### src/design/yrc_pkg.sv
// Shared types and constants of the YUYV to RGB converter.
package yrc_pkg;

    localparam int GAIN_FRAC_BITS = 12;
    localparam int OUT_FRAC_BITS  = 12;

    localparam int GAIN_W = 16;
    localparam int PROD_W = 25;   // 16-bit gain times 9-bit signed offset
    localparam int ACC_W  = 27;   // sum of up to three products
    localparam int CHAN_W = 13;
    localparam int IDX_W  = 3;

    localparam logic [IDX_W-1:0] REG_LUMA_GAIN    = 3'd0;
    localparam logic [IDX_W-1:0] REG_RED_V_GAIN   = 3'd1;
    localparam logic [IDX_W-1:0] REG_GREEN_V_GAIN = 3'd2;
    localparam logic [IDX_W-1:0] REG_GREEN_U_GAIN = 3'd3;
    localparam logic [IDX_W-1:0] REG_BLUE_U_GAIN  = 3'd4;

    localparam logic [CHAN_W-1:0] CHAN_FULL = CHAN_W'(64'd1 << OUT_FRAC_BITS);

    // Smallest accumulator whose rounded value exceeds full scale.
    localparam longint SAT_NUM =
        ((longint'(CHAN_FULL) + 1) * 255 <<< (GAIN_FRAC_BITS + 1))
        - (longint'(255) <<< GAIN_FRAC_BITS);
    localparam longint SAT_DEN = longint'(1) <<< (OUT_FRAC_BITS + 1);
    localparam logic signed [ACC_W-1:0] SAT_ACC =
        ACC_W'((SAT_NUM + SAT_DEN - 1) / SAT_DEN);

    // Equal fraction widths: q = floor((acc + 127) / 255), below saturation.
    localparam int M_W = 20;
    localparam logic [M_W-1:0] ROUND_BIAS = 20'd127;
    localparam int K_W = 21;
    localparam logic [K_W-1:0] RECIP_MUL = 21'h101011;  // ceil(2^28 / 255)
    localparam int RECIP_SHIFT = 28;
    localparam int RP_W = M_W + K_W;

    typedef struct packed {
        logic signed [GAIN_W-1:0] luma;
        logic signed [GAIN_W-1:0] red_v;
        logic signed [GAIN_W-1:0] green_v;
        logic signed [GAIN_W-1:0] green_u;
        logic signed [GAIN_W-1:0] blue_u;
    } t_gains;

    typedef struct packed {
        logic signed [PROD_W-1:0] red_v;
        logic signed [PROD_W-1:0] green_v;
        logic signed [PROD_W-1:0] green_u;
        logic signed [PROD_W-1:0] blue_u;
    } t_chroma;

    typedef struct packed {
        logic [CHAN_W-1:0] red_first;
        logic [CHAN_W-1:0] green_first;
        logic [CHAN_W-1:0] blue_first;
        logic [CHAN_W-1:0] red_second;
        logic [CHAN_W-1:0] green_second;
        logic [CHAN_W-1:0] blue_second;
        logic              frame_end_out;
    } t_result;

endpackage

### src/design/yrc_chroma.sv
// Shared chroma products for both pixel lanes.
module yrc_chroma (
    input  logic                i_clk,
    input  logic                i_en,
    input  logic [7:0]          i_chroma_u,
    input  logic [7:0]          i_chroma_v,
    input  yrc_pkg::t_gains     i_gains,
    output yrc_pkg::t_chroma    o_prod
);

    logic signed [8:0] w_u;
    logic signed [8:0] w_v;
    yrc_pkg::t_chroma  r_prod;
    yrc_pkg::t_chroma  n_prod;

    assign w_u = $signed({1'b0, i_chroma_u}) - 9'sd128;
    assign w_v = $signed({1'b0, i_chroma_v}) - 9'sd128;

    always_comb begin
        n_prod.red_v   = yrc_pkg::PROD_W'($signed(i_gains.red_v)) * yrc_pkg::PROD_W'(w_v);
        n_prod.green_v = yrc_pkg::PROD_W'($signed(i_gains.green_v)) * yrc_pkg::PROD_W'(w_v);
        n_prod.green_u = yrc_pkg::PROD_W'($signed(i_gains.green_u)) * yrc_pkg::PROD_W'(w_u);
        n_prod.blue_u  = yrc_pkg::PROD_W'($signed(i_gains.blue_u)) * yrc_pkg::PROD_W'(w_u);
    end

    always_ff @(posedge i_clk) begin
        if (i_en) begin
            r_prod <= n_prod;
        end
    end

    assign o_prod = r_prod;

endmodule

### src/design/yrc_scale.sv
// Rounds, saturates and scales one channel accumulator.
module yrc_scale (
    input  logic                                  i_clk,
    input  logic                                  i_en,
    input  logic signed [yrc_pkg::ACC_W-1:0]      i_acc,
    output logic        [yrc_pkg::CHAN_W-1:0]     o_q
);

    logic                         r_zero;
    logic                         r_sat;
    logic [yrc_pkg::M_W-1:0]      r_m;
    logic                         r_zero2;
    logic                         r_sat2;
    logic [yrc_pkg::RP_W-1:0]     r_prod;

    always_ff @(posedge i_clk) begin
        if (i_en) begin
            r_zero  <= i_acc[yrc_pkg::ACC_W-1] || (i_acc == '0);
            r_sat   <= (i_acc >= yrc_pkg::SAT_ACC);
            r_m     <= i_acc[yrc_pkg::M_W-1:0] + yrc_pkg::ROUND_BIAS;
            r_zero2 <= r_zero;
            r_sat2  <= r_sat;
            r_prod  <= yrc_pkg::RP_W'(r_m) * yrc_pkg::RP_W'(yrc_pkg::RECIP_MUL);
        end
    end

    always_comb begin
        priority if (r_zero2) begin
            o_q = '0;
        end else if (r_sat2) begin
            o_q = yrc_pkg::CHAN_FULL;
        end else begin
            o_q = r_prod[yrc_pkg::RECIP_SHIFT +: yrc_pkg::CHAN_W];
        end
    end

endmodule

### src/design/yrc_lane.sv
// One pixel lane: luma product, channel sums and three channel scalers.
module yrc_lane (
    input  logic                                 i_clk,
    input  logic                                 i_en,
    input  logic [7:0]                           i_luma,
    input  logic signed [yrc_pkg::GAIN_W-1:0]    i_luma_gain,
    input  yrc_pkg::t_chroma                     i_chroma,
    output logic [yrc_pkg::CHAN_W-1:0]           o_red,
    output logic [yrc_pkg::CHAN_W-1:0]           o_green,
    output logic [yrc_pkg::CHAN_W-1:0]           o_blue
);

    logic signed [8:0]                   w_c;
    logic signed [yrc_pkg::PROD_W-1:0]   w_yc;
    logic signed [yrc_pkg::PROD_W-1:0]   r_yc;
    logic signed [yrc_pkg::ACC_W-1:0]    r_acc_r;
    logic signed [yrc_pkg::ACC_W-1:0]    r_acc_g;
    logic signed [yrc_pkg::ACC_W-1:0]    r_acc_b;

    assign w_c  = $signed({1'b0, i_luma}) - 9'sd16;
    assign w_yc = yrc_pkg::PROD_W'(i_luma_gain) * yrc_pkg::PROD_W'(w_c);

    always_ff @(posedge i_clk) begin
        if (i_en) begin
            r_yc    <= w_yc;
            r_acc_r <= yrc_pkg::ACC_W'(r_yc) + yrc_pkg::ACC_W'($signed(i_chroma.red_v));
            r_acc_g <= yrc_pkg::ACC_W'(r_yc) + yrc_pkg::ACC_W'($signed(i_chroma.green_v))
                       + yrc_pkg::ACC_W'($signed(i_chroma.green_u));
            r_acc_b <= yrc_pkg::ACC_W'(r_yc) + yrc_pkg::ACC_W'($signed(i_chroma.blue_u));
        end
    end

    yrc_scale u_scale_r (.i_clk(i_clk), .i_en(i_en), .i_acc(r_acc_r), .o_q(o_red));
    yrc_scale u_scale_g (.i_clk(i_clk), .i_en(i_en), .i_acc(r_acc_g), .o_q(o_green));
    yrc_scale u_scale_b (.i_clk(i_clk), .i_en(i_en), .i_acc(r_acc_b), .o_q(o_blue));

endmodule

### src/design/yrc_skid.sv
// Output register with a spare slot; each item holds the results of both lanes.
module yrc_skid (
    input  logic               i_clk,
    input  logic               i_rst_n,
    input  logic               i_push,
    input  yrc_pkg::t_result   i_item,
    input  logic               i_ready,
    output logic               o_valid,
    output yrc_pkg::t_result   o_item,
    output logic               o_room
);

    logic              r_main_v;
    logic              n_main_v;
    logic              r_spare_v;
    logic              n_spare_v;
    yrc_pkg::t_result  r_main;
    yrc_pkg::t_result  n_main;
    yrc_pkg::t_result  r_spare;
    yrc_pkg::t_result  n_spare;
    logic              w_pop;

    assign w_pop = r_main_v && i_ready;

    always_comb begin
        n_main_v  = r_main_v;
        n_spare_v = r_spare_v;
        n_main    = r_main;
        n_spare   = r_spare;
        if (!r_main_v || w_pop) begin
            if (r_spare_v) begin
                n_main    = r_spare;
                n_main_v  = 1'b1;
                n_spare   = i_item;
                n_spare_v = i_push;
            end else begin
                n_main    = i_item;
                n_main_v  = i_push;
            end
        end else if (i_push) begin
            n_spare   = i_item;
            n_spare_v = 1'b1;
        end
    end

    always_ff @(posedge i_clk) begin
        if (!i_rst_n) begin
            r_main_v  <= 1'b0;
            r_spare_v <= 1'b0;
        end else begin
            r_main_v  <= n_main_v;
            r_spare_v <= n_spare_v;
        end
    end

    always_ff @(posedge i_clk) begin
        r_main  <= n_main;
        r_spare <= n_spare;
    end

    assign o_valid = r_main_v;
    assign o_item  = r_main;
    assign o_room  = !r_spare_v;

endmodule

### src/design/yuyv_to_rgb_converter_unit.sv
// Top level of the YUYV 4:2:2 to RGB converter.
//
// Input channel (i_in_valid / o_in_ready) carries one macropixel per item:
// two luma bytes sharing one U and one V byte, plus a frame-end flag.
// Output channel (o_out_valid / i_out_ready) carries two RGB pixels per item,
// each channel unsigned in units of 1/4096, 0 to 4096, and the frame-end flag.
// One item is accepted every cycle while o_in_ready is high; its result moves
// through the pipeline into the output register and can be taken from there.
// Two pixel lanes each run a four-stage path: product, channel sum, bias and
// saturation test, reciprocal multiply for the divide by 255, followed by the
// output register. Chroma products are shared.
// When the receiver stalls, the result moves to a spare slot behind the
// output register; o_in_ready drops only once that slot is full, and the
// whole pipeline then holds until the output item is taken.
// Gains are written through i_cfg_we / i_cfg_index / i_cfg_data; the user
// must write them only while idle, as the block does not enforce it. Unknown
// indices are ignored. Reset clears the pipeline and reloads the default gains.
module yuyv_to_rgb_converter_unit (
    input  logic                          i_clk,
    input  logic                          i_rst_n,
    input  logic                          i_cfg_we,
    input  logic [yrc_pkg::IDX_W-1:0]     i_cfg_index,
    input  logic [yrc_pkg::GAIN_W-1:0]    i_cfg_data,
    input  logic                          i_in_valid,
    output logic                          o_in_ready,
    input  logic [7:0]                    i_luma_first,
    input  logic [7:0]                    i_chroma_u,
    input  logic [7:0]                    i_luma_second,
    input  logic [7:0]                    i_chroma_v,
    input  logic                          i_frame_end,
    output logic                          o_out_valid,
    input  logic                          i_out_ready,
    output logic [yrc_pkg::CHAN_W-1:0]    o_red_first,
    output logic [yrc_pkg::CHAN_W-1:0]    o_green_first,
    output logic [yrc_pkg::CHAN_W-1:0]    o_blue_first,
    output logic [yrc_pkg::CHAN_W-1:0]    o_red_second,
    output logic [yrc_pkg::CHAN_W-1:0]    o_green_second,
    output logic [yrc_pkg::CHAN_W-1:0]    o_blue_second,
    output logic                          o_frame_end_out
);

    yrc_pkg::t_gains   r_gains;
    yrc_pkg::t_chroma  w_chroma;
    yrc_pkg::t_result  w_push_item;
    yrc_pkg::t_result  w_out_item;
    logic [3:0]        r_vld;
    logic [3:0]        r_fe;
    logic              w_adv;
    logic              w_room;

    always_ff @(posedge i_clk) begin
        if (!i_rst_n) begin
            r_gains.luma    <= 16'sd4768;
            r_gains.red_v   <= 16'sd6537;
            r_gains.green_v <= -16'sd3330;
            r_gains.green_u <= -16'sd1602;
            r_gains.blue_u  <= 16'sd8266;
        end else if (i_cfg_we) begin
            unique case (i_cfg_index)
                yrc_pkg::REG_LUMA_GAIN:    r_gains.luma    <= i_cfg_data;
                yrc_pkg::REG_RED_V_GAIN:   r_gains.red_v   <= i_cfg_data;
                yrc_pkg::REG_GREEN_V_GAIN: r_gains.green_v <= i_cfg_data;
                yrc_pkg::REG_GREEN_U_GAIN: r_gains.green_u <= i_cfg_data;
                yrc_pkg::REG_BLUE_U_GAIN:  r_gains.blue_u  <= i_cfg_data;
                default: ;
            endcase
        end
    end

    assign w_adv      = w_room;
    assign o_in_ready = w_adv;

    always_ff @(posedge i_clk) begin
        if (!i_rst_n) begin
            r_vld <= '0;
        end else if (w_adv) begin
            r_vld <= {r_vld[2:0], i_in_valid};
        end
    end

    always_ff @(posedge i_clk) begin
        if (w_adv) begin
            r_fe <= {r_fe[2:0], i_frame_end};
        end
    end

    yrc_chroma u_chroma (
        .i_clk      (i_clk),
        .i_en       (w_adv),
        .i_chroma_u (i_chroma_u),
        .i_chroma_v (i_chroma_v),
        .i_gains    (r_gains),
        .o_prod     (w_chroma)
    );

    yrc_lane u_lane_first (
        .i_clk       (i_clk),
        .i_en        (w_adv),
        .i_luma      (i_luma_first),
        .i_luma_gain (r_gains.luma),
        .i_chroma    (w_chroma),
        .o_red       (w_push_item.red_first),
        .o_green     (w_push_item.green_first),
        .o_blue      (w_push_item.blue_first)
    );

    yrc_lane u_lane_second (
        .i_clk       (i_clk),
        .i_en        (w_adv),
        .i_luma      (i_luma_second),
        .i_luma_gain (r_gains.luma),
        .i_chroma    (w_chroma),
        .o_red       (w_push_item.red_second),
        .o_green     (w_push_item.green_second),
        .o_blue      (w_push_item.blue_second)
    );

    assign w_push_item.frame_end_out = r_fe[3];

    yrc_skid u_skid (
        .i_clk   (i_clk),
        .i_rst_n (i_rst_n),
        .i_push  (w_adv && r_vld[3]),
        .i_item  (w_push_item),
        .i_ready (i_out_ready),
        .o_valid (o_out_valid),
        .o_item  (w_out_item),
        .o_room  (w_room)
    );

    assign o_red_first     = w_out_item.red_first;
    assign o_green_first   = w_out_item.green_first;
    assign o_blue_first    = w_out_item.blue_first;
    assign o_red_second    = w_out_item.red_second;
    assign o_green_second  = w_out_item.green_second;
    assign o_blue_second   = w_out_item.blue_second;
    assign o_frame_end_out = w_out_item.frame_end_out;

`ifndef SYNTHESIS
    a_stall_holds: assert property (@(posedge i_clk) disable iff (!i_rst_n)
        (r_vld[3] && !o_in_ready) |=> (r_vld[3] && $stable(r_fe[3])))
        else $error("stalled item left the last pipeline stage");

    a_full_means_waiting: assert property (@(posedge i_clk) disable iff (!i_rst_n)
        !w_room |-> o_out_valid)
        else $error("spare slot full while output register empty");

    a_chan_range: assert property (@(posedge i_clk) disable iff (!i_rst_n)
        o_out_valid |-> (o_red_first <= yrc_pkg::CHAN_FULL
                         && o_green_first <= yrc_pkg::CHAN_FULL
                         && o_blue_first <= yrc_pkg::CHAN_FULL
                         && o_red_second <= yrc_pkg::CHAN_FULL
                         && o_green_second <= yrc_pkg::CHAN_FULL
                         && o_blue_second <= yrc_pkg::CHAN_FULL))
        else $error("channel above full scale");
`endif

endmodule

### config.mk
export PLATFORM = sky130hd
export DESIGN_NAME = yuyv_to_rgb_converter_unit
export DESIGN_NICKNAME = d
export VERILOG_FILES = /design/src/design/yrc_pkg.sv /design/src/design/yrc_chroma.sv /design/src/design/yrc_scale.sv /design/src/design/yrc_lane.sv /design/src/design/yrc_skid.sv /design/src/design/yuyv_to_rgb_converter_unit.sv
export SDC_FILE = /design/constraint.sdc
export NUM_CORES = 2
export LEC_CHECK = 0
export BUFFER_PORTS_ARGS = -buffer_cell sky130_fd_sc_hd__clkbuf_2
export CORE_UTILIZATION = 30
export DETAILED_ROUTE_END_ITERATION = 10
export GPL_TIMING_DRIVEN = 0
export PLACE_DENSITY_LB_ADDON = 0.1
export SKIP_LAST_GASP = 1
export SLEW_MARGIN = 20
export SYNTH_ARGS = -nofsm -noshare
export SYNTH_HDL_FRONTEND = slang
export SYNTH_SLANG_ARGS = --single-unit
### constraint.sdc
create_clock -name i_clk -period 15.9 [get_ports i_clk]
set_input_delay 0 -clock i_clk [delete_from_list [all_inputs] [get_ports i_clk]]
set_output_delay 0 -clock i_clk [all_outputs]
set_load 0.02 [all_outputs]
==> flow_summary.yaml <==
sta:
  setup_viol: 0
  post-route-min-period_ns: 7.299
  fmax_mhz: 137.0
  rsz0062_at_grt: "false"
  finalCritPeriodShare_pct: 45.90
  slew_headroom_pct: 29.17
  worst_slew_pin_slew_ns: 1.055
  setup_ws_ns: 8.601
  report.final.slew_viol_count: 0
  clock_skew_ns: 0.02484
  finalHoldViolCount: 0
  hold_slack_ns: 0.1019
synth:
  ys_warn_count: 0
  synthArstFlopShare_pct: 0
  netlist.area_leader.share_pct: 25.94
  synth_ff_type: "edfxtp_1"
  yosys.area.top_type: "edfxtp_1"
  synth_cell_types: 76
  avgSynthCellArea_sq_um: 10.53
  ys_seq_elements: 778
  yosysSeqAreaShare_pct: 28.09
  synth.area.top_cells: "edfxtp_1 (26%), fa_1 (21%), ha_1 (19%)"
  synth-edff-count: 692
  synth_area_sq_um: 80110
  syn_nets: 9723
  synth_cells: 7610
die:
  dieHeight_um: 518.8
  num_rows: 189
  fp.dieW_um: 518.8
  start_util_pct: 30.19
  design.die.area_sq_um: 269100
  core_sq_um: 265300
  io_pins: 138
setup_path:
  r2r_cells: 21
  cp_slowest_cell: "clkbuf_1"
  worst-endpoint-arrival_ns: 7.76
  crit_end: "u_lane_first.r_yc[24]"
  start_kind: "flip-flop"
  cpMostUsedCell: "fa_1"
  worstSetupStartpoint: "r_gains[69]"
  critPathMaxStageDelay_ns: 0.74
  r2r_end: "u_lane_first.r_yc[24]"
  cp-end-kind: "flip-flop"
  path_max_fanout: 10
  crit_type: "reg2reg"
  rr_startpoint: "r_gains[69]"
  r2r_slack_ns: 8.60
  worstPathRequired_ns: 16.36
  crit_chain: "clkbuf_1 -> clkbuf_1 -> nand2_1 -> fa_1 -> fa_1 -> inv_1 -> fa_1 -> inv_1 -> fa_1 -> fa_1 -> inv_1 -> ha_1 -> o21a_1 -> a21oi_1 -> o21ai_1 -> a41o_1 -> o41ai_2 -> nor3_1 -> a2111oi_2 -> o2bb2ai_1 -> xnor2_1"
clock_network:
  cts_htree_levels: 3
  cts_buffer_depth: 3
  cts_num_sinks: 778
  clk_pin_slew_ns: 0.07
  cts_tree: "built"
  cts_made_buffers: 97
  cts_setup_buffers: 0
  root_buffer: "clkbuf_16"
  worstSkewPairLatency_ns: 0.73
detailed_routing:
  wl_per_cell_um: 19.41
  via_per_inst: 4.675
  firstDrtPassIters: 11
  drt_iter0_markers: 2841
  drt-total-wl_um: 223700
  vias: 53880
  ant_nets: 0
  drc_errors: 40
placed_design:
  routabilityCongestion: 0.8432
  dpl-instance-area_sq_um: 85570
  dp_hpwl_um: 187100
  place_ws_ns: 8.083
  io_buffers: 135
hold_path:
  min_from: "i_chroma_v[3]"
  worstHoldPathType: "in2reg"
final_layout:
  utilization_pct: 33.65
  final_common_cell: "ha_1"
  layout-drive-gt1-share_pct: 6.025
  layout_common_cells: "ha_1 (1210), inv_1 (1164), fa_1 (846), nand2_1 (743), edfxtp_1 (692)"
  nets: 10010
  final_area_sq_um: 89290
  syn_to_final_growth_pct: 11.46
global_routing:
  first_global_vias: 56470
  grt_max_degree: 102
  grtUsageTotal_pct: 16.80
  grt_pass1_wl_um: 343000
  antenna_found_initial: 15
  grt_overflow: 0
outcome:
  violations: "DRC"
  status: "finished with violations"
run:
  drv_cap: 0
==> Yosys cell counts (11+ instances only) <==
cell and count:
ha_1 1210, dfxtp_1 86, o31ai_1 14, a21oi_1 252, or2_2 69, fa_1 846, xnor2_1 305, o21ai_0 135
a21boi_0 52, nand4_1 44, mux2_2 74, clkbuf_1 189, a211oi_1 26, a31o_2 12, nor3_1 75, and2_1 402
xor2_1 130, nand2b_1 48, a21o_1 97, o211ai_1 18, nand2_1 743, edfxtp_1 692, nor2b_1 123, nor2_1 262
o21bai_1 31, o31a_1 11, buf_1 17, o21a_1 38, nand3_1 128, o21ai_1 16, or3_1 17, a2111oi_0 12
and3_1 59, a31oi_1 24, nor4_1 33, inv_1 1165
==> worst max-delay path: cells and delay by family, from the launching register on <==
family | cells | cell delay (ns)
adders and majority gates | 6 | 2.79
and+or+nand+nor | 2 | 0.31
AOI/OAI and AO/OA | 7 | 1.97
DFF | 1 | 0.31
xor gates and xnor gates | 1 | 0.12
buffers and inverters | 5 | 1.52
==> routing by layer <==
metal	wire length, um	vias to the layer above	GRT usage [%]
met5	0	-	0
met4	4960	0	4.111
met3	7740	195	1.584
met2	108600	844	29.15
met1	102400	26900	22.34
li1	-	25940	-
==> state kept, by name (all words and copies together), names as in the netlist, 20 cells and up <==
name	flops
u_lane_second.u_scale_b.r_m	20
u_lane_second.r_acc_g	27
u_lane_first.r_acc_g	27
u_chroma.o_prod	100
u_lane_first.r_acc_b	26
u_skid.r_spare	79
u_lane_first.r_acc_r	26
u_skid.o_item	79
u_lane_second.u_scale_g.r_m	20
r_gains	80
u_lane_first.r_yc	25
u_lane_first.u_scale_r.r_m	20
u_lane_first.u_scale_g.r_m	20
u_lane_second.r_acc_r	26
u_lane_first.u_scale_b.r_m	20
u_lane_second.r_yc	25
u_lane_second.u_scale_r.r_m	20
u_lane_second.r_acc_b	26
==> layout make-up <==
cell class | count | area [sq um]
Fill cell | 27130 | 176000
Multi-Input combinational cell | 5459 | 52470
Clock buffer | 116 | 2561
Tap cell | 3533 | 4420
Clock inverter | 65 | 688.2
Buffer | 206 | 788.3
Sequential cell | 778 | 22500
Timing Repair Buffer | 192 | 1456
Antenna cell | 9 | 22.52
Inverter | 1167 | 4383
==> cell families after synthesis <==
family                   Yosys count  share of synthesized area (%)
flip-flops                       778                          28.09
XOR/XNOR                         435                          4.756
AND/OR/NAND/NOR                 2048                          12.65
AO/OA/AOI/OAI                    841                          6.933
adder cells (fa/ha/maj)         2056                          40.04
multiplexers                      79                          1.103
buffers and inverters           1373                          6.433
==> per-stage QoR <==
stage	TNS (ns)	cells
floorplan	0	7610
global placement	-2728.32	11280
detailed placement	0	11290
CTS	0	11520
global route	0	11520
finish	0	11530
==> how the worst min path moves through the flow <==
stage,cells past startpoint,end
2_1_floorplan,0,r_fe[0]
3_3_place_gp,1,r_fe[0]
3_5_place_dp,1,r_fe[0]
4_1_cts,4,u_chroma.o_prod[78]
5_1_grt,4,u_chroma.o_prod[78]
6_report,4,u_chroma.o_prod[78]
==> what timing repair did <==
item                      4_1_cts  5_1_grt
hold buffers                   44        1
hold endpoints to repair      112       10
gates resized for setup         0        0
Power is not shown: default switching activity piles up to over one toggle a cycle in this logic, so the estimate is an artifact.
